File: src/rtl/pcxrle_pkg.sv
// shared types, register indexes and constants of the pcx run-length scan line decoder
package pcxrle_pkg;

    localparam int MAX_BPP_DEF = 256;
    localparam int MAX_LINES   = 4096;

    localparam int CFG_W = 13;
    localparam int IDX_W = 3;

    localparam logic [IDX_W-1:0] REG_BPP      = 3'd0;
    localparam logic [IDX_W-1:0] REG_PLANES   = 3'd1;
    localparam logic [IDX_W-1:0] REG_MODE     = 3'd2;
    localparam logic [IDX_W-1:0] REG_HEIGHT   = 3'd3;
    localparam logic [IDX_W-1:0] REG_ORIGIN_X = 3'd4;
    localparam logic [IDX_W-1:0] REG_ORIGIN_Y = 3'd5;

    localparam logic [1:0] MODE_BYTE   = 2'd0;
    localparam logic [1:0] MODE_MONO   = 2'd1;
    localparam logic [1:0] MODE_PLANAR = 2'd2;

    localparam logic [8:0]  RST_BPP      = 9'd80;
    localparam logic [2:0]  RST_PLANES   = 3'd4;
    localparam logic [1:0]  RST_MODE     = MODE_PLANAR;
    localparam logic [12:0] RST_HEIGHT   = 13'd480;
    localparam logic [11:0] RST_ORIGIN_X = 12'd0;
    localparam logic [11:0] RST_ORIGIN_Y = 12'd0;

    localparam logic [7:0] RUN_MARK = 8'hC0;
    localparam logic [7:0] LEN_MASK = 8'h3F;
    localparam logic [3:0] PIX_ON   = 4'd15;
    localparam logic [3:0] CNT_BYTE  = 4'd1;
    localparam logic [3:0] CNT_GROUP = 4'd8;

    typedef struct packed {
        logic [12:0] line_number;
        logic [12:0] first_column;
        logic [3:0]  pixel_count;
        logic [31:0] pixel_values;
        logic        last_of_run;
        logic        image_done;
    } result_t;

    typedef enum logic [1:0] {
        ST_IDLE,
        ST_READ,
        ST_PLACE,
        ST_FLUSH
    } state_t;

    typedef struct packed {
        logic take;
        logic fetch;
        logic place;
        logic flush;
    } cmd_t;

    typedef struct packed {
        logic start_work;
        logic rep_last;
        logic line_end;
        logic made;
        logic hold_valid;
        logic out_free;
    } status_t;

endpackage

File: src/rtl/pcxrle_ctrl.sv
// control state machine: accepts code bytes and sequences each placement of a run
module pcxrle_ctrl (
    input  logic                clk,
    input  logic                rst_n,
    input  logic                in_valid,
    output logic                in_ready,
    input  pcxrle_pkg::status_t status,
    output pcxrle_pkg::cmd_t    cmd
);
    import pcxrle_pkg::*;

    state_t state_reg;
    state_t state_next;

    always_ff @(posedge clk or negedge rst_n)
    begin
        if (!rst_n)
        begin
            state_reg <= ST_IDLE;
        end
        else
        begin
            state_reg <= state_next;
        end
    end

    always_comb
    begin
        state_next = state_reg;
        in_ready   = 1'b0;
        cmd        = '0;
        case (state_reg)
            ST_IDLE:
            begin
                in_ready = 1'b1;
                if (in_valid)
                begin
                    cmd.take = 1'b1;
                    if (status.start_work)
                    begin
                        state_next = ST_READ;
                    end
                end
            end
            ST_READ:
            begin
                cmd.fetch  = 1'b1;
                state_next = ST_PLACE;
            end
            ST_PLACE:
            begin
                if (!(status.made && status.hold_valid && !status.out_free))
                begin
                    cmd.place = 1'b1;
                    if (status.line_end || status.rep_last)
                    begin
                        state_next = ST_FLUSH;
                    end
                    else
                    begin
                        state_next = ST_READ;
                    end
                end
            end
            ST_FLUSH:
            begin
                if (!status.hold_valid)
                begin
                    state_next = ST_IDLE;
                end
                else if (status.out_free)
                begin
                    cmd.flush  = 1'b1;
                    state_next = ST_IDLE;
                end
            end
            default:
            begin
                state_next = ST_IDLE;
            end
        endcase
    end

endmodule

File: config.mk
export PLATFORM = sky130hd
export DESIGN_NAME = pcxrle_ctrl
export DESIGN_NICKNAME = d
export VERILOG_FILES = /design/src/rtl/pcxrle_pkg.sv /design/src/rtl/pcxrle_ctrl.sv
export SDC_FILE = /design/constraint.sdc
export NUM_CORES = 1
export LEC_CHECK = 0
export BUFFER_PORTS_ARGS = -buffer_cell sky130_fd_sc_hd__buf_4
export CAP_MARGIN = 20
export CORE_AREA = 3 3 40 42
export CTS_BUF_LIST = sky130_fd_sc_hd__clkbuf_8 sky130_fd_sc_hd__clkbuf_16
export DETAILED_ROUTE_END_ITERATION = 16
export DIE_AREA = 0 0 43 45
export GPL_ROUTABILITY_DRIVEN = 0
export PLACE_DENSITY = 0.45
export SLEW_MARGIN = 10
export SYNTH_ARGS = -nofsm -noshare
export SYNTH_HDL_FRONTEND = slang
export SYNTH_SLANG_ARGS = --single-unit
File: constraint.sdc
create_clock -name clk -period 1 [get_ports clk]
set_input_delay 0.15 -clock clk [delete_from_list [all_inputs] [get_ports clk]]
set_output_delay 0.15 -clock clk [all_outputs]
set_load 0.02 [all_outputs]
* After elaboration in Yosys (flattened, before gate mapping)
Index checks and enable logic that the tools add are counted.
Cells by class: equality and inequality tests 7, mux-type cells 16, reductions and logical operators 6
Operators by type and width (count):
- two-way mux 2 bit | 6
- two-way mux 1 bit | 9
- one-hot mux 2 bit (4 select lines) | 1
- inequality test 2 bit, second input constant | 3
- equality test 2 bit, second input constant | 2
- AND reduction 4 bit | 1
- inequality test 3 bit, second input constant | 1
- equality test 2 x 1 -> 1 bit, second input constant | 1
- logical AND 1 bit | 2
- logical NOT 2 bit | 1
- logical NOT 1 bit | 1
- logical OR 1 bit | 1
Word-level totals: bits in registers 2, bits of input ports 9, word-level logic and storage cells 30

* Depth between registers and ports, before layout
depth after elaboration 4, gate-level depth with buffers 3

* Worst setup path after synthesis
OpenSTA, ideal clock, no wires.
kind register -> output, start register state_reg[0], end output port cmd[3] (netlist bit), data arrival time 1.056 ns, required time 0.850 ns, slack -0.206 ns, cell stages (with the launch flop) 3, cells stage by stage dfrtp_1 > nor2_1 > and2_1
RTL lines:
- from (decl) | line pcxrle_ctrl.sv:12 | state_t state_reg;
- from (signal assigned) | line pcxrle_ctrl.sv:23 | state_reg <= state_next;
- to (decl) | line pcxrle_ctrl.sv:8 | output pcxrle_pkg::cmd_t cmd

==> tab_implementation.tex <==
\begin{tabular}{lr}
\hline
Metric & Value \\
\hline
\multicolumn{2}{l}{\textbf{Timing}} \\
Post-route worst hold slack & 0.190 ns \\
Fin Clk Skew & 0.00498 ns \\
Final worst-path cycle share & 122\% \\
Number of setup violations in the final report & 6 \\
Worst-margin pin slew & 0.134 ns \\
TNS Setup & -0.804 ns \\
Final setup margin & -0.217 ns \\
Timing-limited maximum frequency & 822 MHz \\
Final slew viol count & 0 \\
Fin crit period & 1.22 ns \\
RSZ-0062 raised after global routing & yes \\
Relative max-transition margin & 91.0\% \\
Number of failing hold endpoints at the final stage & 0 \\
\multicolumn{2}{l}{\textbf{CTS}} \\
CTS buffer count & 3 \\
Clock root buffer master & sky130\_fd\_sc\_hd\_\_clkbuf\_8 \\
Clock tree from TritonCTS & done \\
Clock-pin transition on the worst setup and hold timing paths & 0.03 ns \\
Source-to-sink clock delay at the later pin of the worst-skew pair & 0.21 ns \\
CTS max path bufs & 2 \\
Number of levels the H-tree was split into & 1 \\
Clock sink count & 2 \\
\multicolumn{2}{l}{\textbf{Synth}} \\
EDFF count, synth & 0 \\
Ys flop type & sky130\_fd\_sc\_hd\_\_dfrtp\_1 \\
Share of synthesized registers carrying an async set or reset & 100\% \\
Sequential share of the synthesized area & 32.8\% \\
Syn nets & 26 \\
Netlist Area Pre-Place & 153 um\^{}2 \\
Number of instances in the synthesized netlist & 17 \\
Number of register bits inferred by synthesis & 2 \\
Top cells by count, synth & 4 x sky130\_fd\_sc\_hd\_\_nor2\_1, 3 x sky130\_fd\_sc\_hd\_\_nand2\_1, 2 x sky130\_fd\_sc\_hd\_\_dfrtp\_1 \\
Synth top area cells & sky130\_fd\_sc\_hd\_\_dfrtp\_1 33\%, sky130\_fd\_sc\_hd\_\_nand3b\_4 13\%, sky130\_fd\_sc\_hd\_\_nor2\_1 9.8\%, sky130\_fd\_sc\_hd\_\_and3b\_4 8.2\%, sky130\_fd\_sc\_hd\_\_nand2\_1 7.4\% \\
Portion of synthesized cell area occupied by the leading cell type & 32.8\% \\
Most frequently used cell type in the post-synthesis netlist & sky130\_fd\_sc\_hd\_\_nor2\_1 \\
Synth cell types & 11 \\
Mean area per synthesized cell & 8.98 um\^{}2 \\
Post-synth top area cell & sky130\_fd\_sc\_hd\_\_dfrtp\_1 \\
Yosys warning count & 0 \\
\multicolumn{2}{l}{\textbf{Setup path}} \\
End point of the critical path & cmd[1] \\
Critical path depth in cells & 2 \\
Crit path max-delay family & flip-flops \\
Slowest Stage Delay on Critical Path & 0.43 ns \\
Critical-path cell list & and3b\_4, buf\_6 \\
Worst setup EP type & primary output \\
Depth of the most critical reg-to-reg path & 2 \\
CP Max Fanout & 5 \\
Destination of the worst register-to-register timing path & state\_reg[0]\$\_DFFE\_PN0P\_ \\
Crit Reg-Reg Startpoint & state\_reg[1]\$\_DFFE\_PN0P\_ \\
Setup crit start & state\_reg[0]\$\_DFFE\_PN0P\_ \\
Critical path buffer and inverter count & 1 \\
Worst path slowest cell & sky130\_fd\_sc\_hd\_\_dfrtp\_2 \\
Crit path launch type & flip-flop \\
R2r setup slk & -0.02 ns \\
Worst endpoint required time & 0.85 ns \\
Data arrival time of the critical path & 1.07 ns \\
Type of the setup path with the least slack & flip-flop to primary output \\
\multicolumn{2}{l}{\textbf{Floorplan}} \\
Number of top-level pins & 14 \\
Core region area & 1280 um\^{}2 \\
Starting density of the core & 11.9\% \\
Die extent in y & 45 um \\
Row count & 13 \\
Area of the die & 1940 um\^{}2 \\
Width of the die & 43 um \\
\multicolumn{2}{l}{\textbf{Routing}} \\
Post-detailed-route via-to-cell ratio & 3.78 \\
Residual DRC & 0 \\
Iteration count of the initial detailed-routing pass & 2 \\
Post-detailed-route wirelength per cell & 9.94 um \\
Number of nets with antenna violations after routing & 0 \\
DRC marker count from the first detailed-route iteration & 3 \\
Routed wire length & 507 um \\
Vias after detailed routing & 193 \\
\multicolumn{2}{l}{\textbf{Cells and area}} \\
Summed area of non-filler cells in the final layout & 359 um\^{}2 \\
Share of final-layout standard cells stronger than drive strength 1 & 66.7\% \\
Area growth syn-to-layout & 135\% \\
\# fillers & 140 \\
Nets & 47 \\
Post-layout utilization of the core & 27.9\% \\
Max reg flops & 2 \\
Final cell count without fillers & 51 \\
Count of antenna diodes in the layout & 0 \\
\multicolumn{2}{l}{\textbf{Placed design}} \\
Placed Instances & 46 \\
Pre-CTS setup slack & -0.0670 ns \\
Number of buffers added on ports & 13 \\
Post-placement cell area & 284 um\^{}2 \\
\multicolumn{2}{l}{\textbf{Power}} \\
Static leakage power & 0.177 nW \\
Largest vdd supply drop & 1.23 mV \\
Overall power after layout & 1.08 mW \\
Power density over cell area & 3000 nW/um\^{}2 \\
\multicolumn{2}{l}{\textbf{Global routing}} \\
Met3 track demand over resource in global routing & 7.17\% \\
Total global routing overflow & 0 \\
Antenna violations before repair & 0 \\
Met1 track utilization from global routing & 6.04\% \\
Global-route wire length before repair & 786 um \\
Global routing met2 resource utilization & 8.98\% \\
Vias in the first global route & 196 \\
Global routing's busiest layer & met2 \\
Global routing usage summed across all routing layers & 6.33\% \\
Maximum number of pins on one net before global-route repair & 6 \\
\multicolumn{2}{l}{\textbf{Run status}} \\
Failing checks & setup timing \\
Result of the run & finished, violations left \\
\multicolumn{2}{l}{\textbf{Run}} \\
Total of max-cap violations & 0 \\
\multicolumn{2}{l}{\textbf{Worst hold path}} \\
Class of the tightest hold or removal check & input pin to flip-flop \\
\hline
\end{tabular}
==> logic make-up after synthesis <==
| logic type | count (synthesis) | share of synthesized area (%) |
|---|---|---|
| and+or+nand+nor | 12 | 51.6 |
| AOI/OAI and AO/OA | 3 | 15.6 |
| DFF | 2 | 32.8 |
==> power by group <==
group | internal, mW | switching (mW) | total, mW
registers | 0.130 | 0.0700 | 0.200
logic | 0.323 | 0.239 | 0.563
clock network | 0.254 | 0.0623 | 0.317
==> area by class of cell <==
cell class	count	area [um^2]	share of cell area, %
flip-flops and latches	2	52.6	14.6
well taps	15	18.8	5.23
multi-input cells	15	113	31.4
repair buffers	16	134	37.3
clock buffers	3	41.3	11.5
==> how the worst min path moves through the flow <==
stage / from / end / slack [ns] / cells after the start
after floorplan: rst_n / state_reg[0]$_DFFE_PN0P_ / -0.15 / 0
after global placement: rst_n / state_reg[1]$_DFFE_PN0P_ / -0.06 / 1
after detailed placement: rst_n / state_reg[1]$_DFFE_PN0P_ / -0.06 / 1
after CTS: status[5] / state_reg[0]$_DFFE_PN0P_ / 0.19 / 2
after global routing: status[5] / state_reg[0]$_DFFE_PN0P_ / 0.20 / 2
final: status[5] / state_reg[0]$_DFFE_PN0P_ / 0.19 / 2
==> cells in the final DEF (no fill, tap or decap), types with 2 or more instances in the layout <==
cell                       netlist  routed
sky130_fd_sc_hd__buf_4           0      12
sky130_fd_sc_hd__buf_6           0       3
sky130_fd_sc_hd__clkbuf_8        0       3
sky130_fd_sc_hd__dfrtp_2         0       2
sky130_fd_sc_hd__nand2_1         3       3
sky130_fd_sc_hd__nor2_1          4       3
==> worst reg2reg max path, stage by stage, from the launching register on <==
cell                      delay [ns]
sky130_fd_sc_hd__dfrtp_2        0.44
sky130_fd_sc_hd__and3b_4        0.20
sky130_fd_sc_hd__a311o_1        0.26
==> timing repair <==
| item | in CTS | in global routing |
|---|---|---|
| resized for setup | 6 | 0 |
| endpoints found under the hold margin | 2 | 0 |
| buffers inserted | 1 | 0 |
| setup endpoints to repair | 6 | 6 |
| hold buffers | 1 | 0 |
| pin swaps | 2 | 0 |
==> per-layer routing <==
metal	vias up	wire, um
met4	0	0
met2	11	203
met1	84	231
met3	0	71
li1	98	-
met5	-	0
Power figures use the tool's default switching activity.
